===== src/hdl/bqs_pkg.sv =====
// Package: shared types, codes and reset constants of the beep queue sequencer
`timescale 1ns / 1ps
`default_nettype none

package bqs_pkg;

  // Deadline arithmetic width, default
  localparam int unsigned TIME_WIDTH_DEFAULT = 32;

  // Event codes carried in the mode field
  localparam logic [1:0] MODE_TICK   = 2'd0;
  localparam logic [1:0] MODE_QUEUE  = 2'd1;
  localparam logic [1:0] MODE_CANCEL = 2'd2;
  localparam logic [1:0] MODE_ALARM  = 2'd3;

  // Configuration register indexes
  localparam logic [1:0] REG_PULSE_ON  = 2'd0;
  localparam logic [1:0] REG_PULSE_GAP = 2'd1;
  localparam logic [1:0] REG_Q_LIMIT   = 2'd2;

  // Configuration reset values
  localparam logic [15:0] PULSE_ON_RESET  = 16'd100;
  localparam logic [15:0] PULSE_GAP_RESET = 16'd50;
  localparam logic [3:0]  Q_LIMIT_RESET   = 4'd8;

  // Input transaction
  typedef struct packed {
    logic [1:0]  mode;
    logic [31:0] now_time;
    logic        alarm_enable;
  } in_item_t;

  // Result transaction
  typedef struct packed {
    logic        buzzer_on;
    logic [3:0]  pending_beeps;
    logic [31:0] beeps_started;
    logic        alarm_active;
  } out_item_t;

  // Control flags of the sequencer
  typedef struct packed {
    logic alarm;
    logic level;
    logic pulse;
    logic gap;
  } seq_flags_t;

endpackage : bqs_pkg

`default_nettype wire


===== src/hdl/bqs_step.sv =====
// Next-state logic of the beep queue sequencer for one event
`timescale 1ns / 1ps
`default_nettype none

module bqs_step
  import bqs_pkg::*;
#(
  parameter int unsigned TIME_WIDTH = TIME_WIDTH_DEFAULT,
  localparam int unsigned DW = (TIME_WIDTH < 32) ? TIME_WIDTH : 32
) (
  input  in_item_t         item,
  input  logic [15:0]      pulse_on_time,
  input  logic [15:0]      pulse_gap_time,
  input  logic [3:0]       queue_limit,
  input  seq_flags_t       flags,
  input  logic [3:0]       queued,
  input  logic [DW-1:0]    deadline,
  input  logic [31:0]      started,
  output seq_flags_t       flags_next,
  output logic [3:0]       queued_next,
  output logic [DW-1:0]    deadline_next,
  output logic [31:0]      started_next
);

  logic [DW-1:0]         now_t;
  logic [TIME_WIDTH-1:0] diff;
  logic                  reached;
  logic                  have_beeps;

  // Wrap-safe deadline test: signed difference of now and deadline is not negative
  assign now_t      = item.now_time[DW-1:0];
  assign diff       = TIME_WIDTH'(now_t) - TIME_WIDTH'(deadline);
  assign reached    = ~diff[TIME_WIDTH-1];
  assign have_beeps = (queued != 4'd0);

  // Apply the event
  always_comb begin
    flags_next    = flags;
    queued_next   = queued;
    deadline_next = deadline;
    started_next  = started;
    unique case (item.mode)
      MODE_TICK: begin
        if (flags.alarm) begin
          flags_next.level = 1'b1;
        end else if (flags.pulse) begin
          // End the pulse; open a gap only if more beeps wait
          if (reached) begin
            flags_next.level = 1'b0;
            flags_next.pulse = 1'b0;
            flags_next.gap   = have_beeps;
            deadline_next    = now_t + DW'(pulse_gap_time);
          end
        end else if (!flags.gap || reached) begin
          flags_next.gap = 1'b0;
          // Start the next beep on this same tick
          if (have_beeps) begin
            queued_next      = queued - 4'd1;
            started_next     = started + 32'd1;
            flags_next.level = 1'b1;
            flags_next.pulse = 1'b1;
            deadline_next    = now_t + DW'(pulse_on_time);
          end
        end
      end
      MODE_QUEUE: begin
        if (!flags.alarm && (queued < queue_limit)) begin
          queued_next = queued + 4'd1;
        end
      end
      MODE_CANCEL: begin
        queued_next      = 4'd0;
        flags_next.pulse = 1'b0;
        flags_next.gap   = 1'b0;
        if (!flags.alarm) begin
          flags_next.level = 1'b0;
        end
      end
      MODE_ALARM: begin
        queued_next      = 4'd0;
        flags_next.pulse = 1'b0;
        flags_next.gap   = 1'b0;
        flags_next.alarm = item.alarm_enable;
        flags_next.level = item.alarm_enable;
      end
      default: begin
        flags_next = flags;
      end
    endcase
  end

endmodule : bqs_step

`default_nettype wire


===== src/hdl/beep_queue_sequencer.sv =====
// Top level: beep queue sequencer with configuration registers and result register
`timescale 1ns / 1ps
`default_nettype none

// Channel | Direction | Handshake          | Payload
// in      | input     | in_valid/in_ready  | in_data  (in_item_t)
// out     | output    | out_valid/out_ready| out_data (out_item_t)
// cfg     | input     | cfg_write          | cfg_index, cfg_data
//
// One event per clock while out_ready is high: an accepted event loads the state
// registers and the result register at the same clock edge.
// in_ready is high while the result register is empty or being drained, so an
// event is taken in the cycle its predecessor's result leaves.
// Synchronous reset clears the state, empties the result register and loads
// the configuration defaults.

module beep_queue_sequencer
  import bqs_pkg::*;
#(
  parameter int unsigned TIME_WIDTH = TIME_WIDTH_DEFAULT,
  localparam int unsigned DW = (TIME_WIDTH < 32) ? TIME_WIDTH : 32
) (
  input  wire logic        clk,
  input  wire logic        rst,
  input  wire logic        in_valid,
  output logic             in_ready,
  input  in_item_t         in_data,
  output logic             out_valid,
  input  wire logic        out_ready,
  output out_item_t        out_data,
  input  wire logic        cfg_write,
  input  wire logic [1:0]  cfg_index,
  input  wire logic [15:0] cfg_data
);

  logic [15:0]   pulse_on_time;
  logic [15:0]   pulse_gap_time;
  logic [3:0]    queue_limit;
  seq_flags_t    flags;
  seq_flags_t    flags_next;
  logic [3:0]    queued;
  logic [3:0]    queued_next;
  logic [DW-1:0] deadline;
  logic [DW-1:0] deadline_next;
  logic [31:0]   started;
  logic [31:0]   started_next;
  logic          accept;

  assign in_ready = ~out_valid | out_ready;
  assign accept   = in_valid & in_ready;

  // Configuration registers; unknown index is dropped
  always_ff @(posedge clk) begin
    if (rst) begin
      pulse_on_time  <= PULSE_ON_RESET;
      pulse_gap_time <= PULSE_GAP_RESET;
      queue_limit    <= Q_LIMIT_RESET;
    end else if (cfg_write) begin
      unique case (cfg_index)
        REG_PULSE_ON:  pulse_on_time  <= cfg_data;
        REG_PULSE_GAP: pulse_gap_time <= cfg_data;
        REG_Q_LIMIT:   queue_limit    <= cfg_data[3:0];
        default:       ;
      endcase
    end
  end

  bqs_step #(
    .TIME_WIDTH (TIME_WIDTH)
  ) u_step (
    .item           (in_data),
    .pulse_on_time  (pulse_on_time),
    .pulse_gap_time (pulse_gap_time),
    .queue_limit    (queue_limit),
    .flags          (flags),
    .queued         (queued),
    .deadline       (deadline),
    .started        (started),
    .flags_next     (flags_next),
    .queued_next    (queued_next),
    .deadline_next  (deadline_next),
    .started_next   (started_next)
  );

  // Advance the sequencer state on each accepted transaction
  always_ff @(posedge clk) begin
    if (rst) begin
      flags    <= '0;
      queued   <= '0;
      deadline <= '0;
      started  <= '0;
    end else if (accept) begin
      flags    <= flags_next;
      queued   <= queued_next;
      deadline <= deadline_next;
      started  <= started_next;
    end
  end

  // Result register: hold until taken
  always_ff @(posedge clk) begin
    if (rst) begin
      out_valid <= 1'b0;
    end else if (accept) begin
      out_valid <= 1'b1;
    end else if (out_ready) begin
      out_valid <= 1'b0;
    end
  end

  always_ff @(posedge clk) begin
    if (accept) begin
      out_data.buzzer_on     <= flags_next.level;
      out_data.pending_beeps <= queued_next;
      out_data.beeps_started <= started_next;
      out_data.alarm_active  <= flags_next.alarm;
    end
  end

endmodule : beep_queue_sequencer

`default_nettype wire

===== config.mk =====
export PLATFORM = sky130hd
export DESIGN_NAME = beep_queue_sequencer
export DESIGN_NICKNAME = d
export VERILOG_FILES = /design/src/hdl/bqs_pkg.sv /design/src/hdl/bqs_step.sv /design/src/hdl/beep_queue_sequencer.sv
export SDC_FILE = /design/constraint.sdc
export NUM_CORES = 1
export LEC_CHECK = 0
export ABC_AREA = 1
export BUFFER_PORTS_ARGS = -buffer_cell sky130_fd_sc_hd__clkbuf_2
export CORE_ASPECT_RATIO = 0.8
export CORE_UTILIZATION = 45
export CTS_CLUSTER_SIZE = 20
export DETAILED_ROUTE_END_ITERATION = 10
export PLACE_DENSITY = 0.65
export SLEW_MARGIN = 15
export SYNTH_ARGS = -nofsm -noshare
export SYNTH_HDL_FRONTEND = slang
export SYNTH_SLANG_ARGS = --single-unit

===== constraint.sdc =====
create_clock -name clk -period 9.89 [get_ports clk]
set_clock_uncertainty 0.15 [all_clocks]
set_input_delay 1.4835 -clock clk [delete_from_list [all_inputs] [get_ports clk]]
set_output_delay 1.4835 -clock clk [all_outputs]
set_load 0.02 [all_outputs]

# --- Word-level counts from Yosys, hierarchy flattened ---
# Index checks and enable logic that the tools add are counted.
# Widths: inputs -> output; s select.
word_totals:
  register_bits: 147
  inputBits: 58
  word_cells: 80
classes:
  addsub: 6
  n_lt_le_gt_ge: 1
  n_eq_ne: 9
  muxes: 26
  bitwise_logic: 5
  n_reduce_logical: 18
op_table:
  columns: ["cell", "n"]
  rows:
  - ["$mux 32", 9]
  - ["$add 32x16->32", 2]
  - ["$add 32x1->32 const B", 1]
  - ["$sub 32x32->32", 1]
  - ["$mux 4", 5]
  - ["$pmux 4 s3", 1]
  - ["$mux 3", 3]
  - ["$pmux 3 s3", 1]
  - ["$eq 2x2->1 const B", 3]
  - ["$reduce_and 2->1", 3]
  - ["$reduce_and 6->1", 1]
  - ["$reduce_bool 2->1", 3]
  - ["$mux 1", 5]
  - ["$reduce_and 5->1", 1]
  - ["$add 4x1->4 const B", 1]
  - ["$eq 2x1->1 const B", 2]
  - ["$logic_not 2->1", 2]
  - ["$lt 4x4->1", 1]
  - ["$mux 2", 2]
  - ["$ne 2x2->1 const B", 2]
  - ["$reduce_bool 4->1", 1]
  - ["$sub 4x1->4 const B", 1]
  - ["$ne 3x2->1 const B", 1]
  - ["$ne 3x3->1 const B", 1]
  - ["other kinds (9)", 12]

# --- Logic depth before layout (Yosys ltp) ---
depth:
  depth_word: 7
  depth_mapped: 22
  mapped_depth_nobuf: 21

# --- Modules after synthesis ---
# From an unflattened synthesis, not the netlist that was laid out.
unflattened:
  hier_cells: 2078
  hier_area_um2: 12654.6
modules_own_cells:
  columns: ["module", "n_inst", "cells_each", "area_each_um2", "seq_area_each_um2"]
  rows:
  - ["bqs_step", 1, 1338, 6781.5, 0.0]
  - ["beep_queue_sequencer", 1, 740, 5873.1, 3323.2]

# --- Worst setup path after synthesis ---
# OpenSTA, ideal clock, no wires.
synth_timing:
  path_kind: "input -> register"
  from: "input port out_ready"
  to: "register out_data[0] (netlist name) (enable)"
  arrival_time_ps: 3355
  required_ps: 9323
  path_slack_ps: 5968
  path_stages: 6
  cell_sequence: "inv_1 -> nand2_1 -> nand2_1 -> clkbuf_1 -> inv_1 -> clkbuf_1"
synth_via:
  elab_chain_cells: 2
synth_rtl:
  columns: ["element", "line", "text"]
  rows:
  - ["start, declared", "beep_queue_sequencer.sv:29", "input wire logic out_ready,"]
  - ["$or 1x1->1", "beep_queue_sequencer.sv:49", "assign in_ready = ~out_valid | out_ready;"]
  - ["named net in_ready", "beep_queue_sequencer.sv:26", "output logic in_ready,"]
  - ["$and 1x1->1", "beep_queue_sequencer.sv:50", "assign accept = in_valid & in_ready;"]
  - ["named net accept", "beep_queue_sequencer.sv:47", "logic accept;"]
  - ["end, declared", "beep_queue_sequencer.sv:30", "output out_item_t out_data,"]
# The timed path passes the listed nets, and every way through them passes these cells.
# A chain may end at the register's enable or synchronous reset.

# --- Final worst setup path ---
layout_timing:
  from: "input port in_data[27] (netlist name)"
  to: "register deadline[6]"
layout_via:
  elab_chain_cells: 5
layout_rtl:
  columns: ["element", "line", "text"]
  rows:
  - ["start, declared", "beep_queue_sequencer.sv:27", "input in_item_t in_data,"]
  - ["$sub 32x32->32 *", "bqs_step.sv:32", "assign diff = TIME_WIDTH'(now_t) - TIME_WIDTH'(deadline);"]
  - ["$not 1->1", "bqs_step.sv:33", "assign reached = ~diff[TIME_WIDTH-1];"]
  - ["$logic_or 1x1->1", "bqs_step.sv:54", "end else if (!flags.gap || reached) begin"]
  - ["$reduce_bool 2->1 (no line)", null, null]
  - ["$reduce_and 6->1 (no line) *", null, null]
  - ["end signal, assigned", "beep_queue_sequencer.sv:95", "deadline <= deadline_next;"]
  - ["end, declared", "beep_queue_sequencer.sv:43", "logic [DW-1:0] deadline;"]
# Mark *: on every way between the ends. The rest lies on a longest branch, timed or not.

==> reports/results.md <==
### Synth
• **synth warn** 0
• **Cell variety after synth** 47
• **most instantiated library cell after synthesis** sky130_fd_sc_hd__nand2_1
• **Post-Syn Instances** 1209
• **EDFF count, synth** 38
• **Synth top cells by count** 248 x sky130_fd_sc_hd__nand2_1, 181 x sky130_fd_sc_hd__inv_1, 113 x sky130_fd_sc_hd__nor2_1
• **area share of and/or/nand/nor cells after synthesis** 0.246
• **proportion of netlist area held by the largest area contributor** 0.250
• **post-synth net total** 1320
• **combinational family with the most area after synthesis** simple AND/OR/NAND/NOR gates
• **leading cell types by total area after synthesis** sky130_fd_sc_hd__dfxtp_1 25%, sky130_fd_sc_hd__edfxtp_1 13%, sky130_fd_sc_hd__nand2_1 11%
• **Synth Area in XOR/XNOR** 0.0379
• **Async SR Flop Fraction** 0
• **cell area after technology mapping** 8740 um2
• **multiplexer share of the synthesized area** 0
• **post-synthesis share of cell area spent on full adders, half adders and majority gates** 0.0767
• **most area-hungry cell type in the Yosys netlist** sky130_fd_sc_hd__dfxtp_1
• **fraction of the mapped netlist area in compound gates** 0.155
• **commonest register cell after synthesis** sky130_fd_sc_hd__dfxtp_1
• **mean post-synth cell area** 7.23 um2
• **Seq/Total Area, Yosys** 0.380
• **register bit total from synthesis** 147

### Cells and area
• **fillcell total** 1894
• **fin nets** 1404
• **diodes inserted** 0
• **layout-stage area growth over the synthesis result** 14.0%
• **ratio of cells with drive above 1 in the final layout** 0.129

### Drt
• **total number of vias** 7948
• **final WL** 21.5 mm
• **mean routed wirelength per cell** 13.7 um
• **vias per std cell** 5.08
• **initial drt markers** 554
• **post-detailed-route DRC marker count** 0
• **residual antenna-violating net count after detailed routing** 0
• **DRT Pass-1 Iters** 5

### Clocking
• **Post-CTS Setup Inserts** 0
• **number of buffers inserted by hold repair at cts** 0
• **number of sinks handled by clock tree synthesis** 147
• **number of resized instances in the post-cts repair step** 0
• **number of buffers on the longest clock path** 2
• **Reg clk slew, reported paths** 0.06 ns
• **total clock buffers created by CTS** 17
• **clock network latency to the later pin of the worst-skew pair** 0.43 ns
• **TritonCTS clock tree** done
• **total number of H-tree levels** 4
• **clock root cell** sky130_fd_sc_hd__clkbuf_16

### Worst setup path
• **nature of the critical path startpoint** input pin
• **path type of the worst setup path** input pin to flop
• **highest net fanout along the worst path** 58
• **Arrival @ worst endpoint** 4.36 ns
• **required arrival time at the worst endpoint** 10.09 ns
• **type of destination of the critical path** flop

### Placed design
• **gp weighted congestion** 0.917
• **half-perimeter wire length after placement** 15.6 mm
• **IO Port Bufs** 97
• **minimum setup slack after placement** 5.38 ns

### Power
• **Cell Pwr Density** 162 nW/um2
• **leakage component of the power** 4.75 nW
• **maximum VDD drop** 0.0000956 V

### Global route
• **GRT Overall Usage** 0.227
• **wire length of the first global-routing pass** 35.4 mm
• **GR Overflow Total** 0
• **vias in the first global route** 7016
• **maximum number of pins on one net before global-route repair** 67
• **antenna violations before repair** 0

### Job
• **Max-cap violations** 0

### STA
• **summed negative setup slack over all endpoints** 0 ns
• **count of endpoints failing setup in the final report** 0
• **Setup WS post-layout** 5.74 ns
• **final count of hold timing violations** 0
• **worst max-slew margin expressed relative to the limit** 0.307
• **total count of max-transition violations in the final report** 0
• **share of the clock period used by the worst path** 0.420
• **Min Clock Period, post-route** 4.15 ns
• **slew at the pin closest to its max-slew limit** 1.04 ns
• **highest clock rate** 241 MHz
• **unrepaired setup endpoints after global routing** no

### Min path
• **min-delay worst type** flop to flop

### Die
• **x dimension of the die** 158 um
• **total I/O pin count** 98
• **Core Area** 19000 um2
• **total die area** 20000 um2
• **DIE HEIGHT** 127 um
• **initial cell density of the core** 0.461
• **number of rows in the core area** 45

### Outcome
• **outcome** completed

## layout make-up
type                    instances  area [um2]  share of cell area
multi-input cells             836        4510               0.452
flip-flops and latches        147        3320               0.333
inverters                     188         706              0.0708
repair buffers                103         531              0.0532
clock buffers                  21         450              0.0452
well taps                     258         323              0.0324
clock inverters                11         129              0.0129
## cells by family after synthesis
kind of cell | Yosys count
simple gates | 495
compound gates | 251
xor+xnor | 37
flops | 147
fa+ha+maj | 53
buf+inv | 226
## state kept, by name, summed over array words and instances, names as in the netlist
register        flops
flags               4
queue_limit         4
out_valid           1
out_data           38
pulse_gap_time     16
pulse_on_time      16
queued              4
deadline           32
started            32
## cells in the final DEF (no fill, tap or decap), types with 27 or more instances in the layout
master and instances:
sky130_fd_sc_hd__nand2_1 247, sky130_fd_sc_hd__inv_1 180, sky130_fd_sc_hd__nor2_1 113, sky130_fd_sc_hd__dfxtp_1 109, sky130_fd_sc_hd__a21oi_1 107, sky130_fd_sc_hd__clkbuf_2 97
sky130_fd_sc_hd__o21ai_0 80, sky130_fd_sc_hd__nand3_1 64, sky130_fd_sc_hd__ha_1 52, sky130_fd_sc_hd__edfxtp_1 38, sky130_fd_sc_hd__o21ai_1 27, sky130_fd_sc_hd__nor3_1 27
## per-layer routing
metal | wire, um | part of all wire | track usage | vias to the layer above
li1 | - | - | - | 4107
met1 | 11400 | 0.53 | 0.349 | 3615
met2 | 8580 | 0.40 | 0.317 | 204
met3 | 1260 | 0.059 | 0.0451 | 22
met4 | 262 | 0.012 | 0.0594 | 0
met5 | 0 | 0 | 0 | -
## worst max-delay path: stages
cell,delay (ns)
sky130_fd_sc_hd__clkbuf_2,0.12
sky130_fd_sc_hd__ha_1,0.32
sky130_fd_sc_hd__nand2_1,0.11
sky130_fd_sc_hd__inv_1,0.05
sky130_fd_sc_hd__nand2_1,0.06
sky130_fd_sc_hd__nand2_1,0.05
sky130_fd_sc_hd__nand2_1,0.05
sky130_fd_sc_hd__nand2_1,0.05
sky130_fd_sc_hd__a21oi_1,0.26
sky130_fd_sc_hd__nand2_1,0.11
sky130_fd_sc_hd__nand2_2,0.09
sky130_fd_sc_hd__nand3_2,0.37
sky130_fd_sc_hd__nand2_1,0.26
sky130_fd_sc_hd__nand2_2,0.12
sky130_fd_sc_hd__nand2_4,0.49
sky130_fd_sc_hd__o21ai_0,0.20
sky130_fd_sc_hd__a21oi_1,0.15
## metrics by stage
step	power (mW)	cells	hold slack, ns	cell area [um2]	utilization
after CTS	1.62	1564	0.310	9970	0.526
after detailed placement	0.981	1532	0.296	9390	0.495
after global routing	1.70	1564	0.332	9970	0.526
after floorplan	0.899	1209	0.271	8740	-
final	1.61	1564	0.305	9970	0.526
after global placement	0.977	1532	0.291	9390	0.495
## final timing paths
path | from | endpoint | slack (ns) | cells after the start
min | deadline[1] | deadline[1] | 0.30 | 2
max | in_data[27] | deadline[6] | 5.74 | 17
max reg2reg | flags[1] | deadline[25] | 5.85 | 15
min reg2reg | deadline[1] | deadline[1] | 0.30 | 2
## where the power goes
group	internal, mW	total, mW	switching, mW
Sequential	0.660	0.682	0.0211
Combinational	0.0972	0.289	0.191
Clock	0.380	0.644	0.264
No activity file was read; power rests on OpenSTA's default activity.
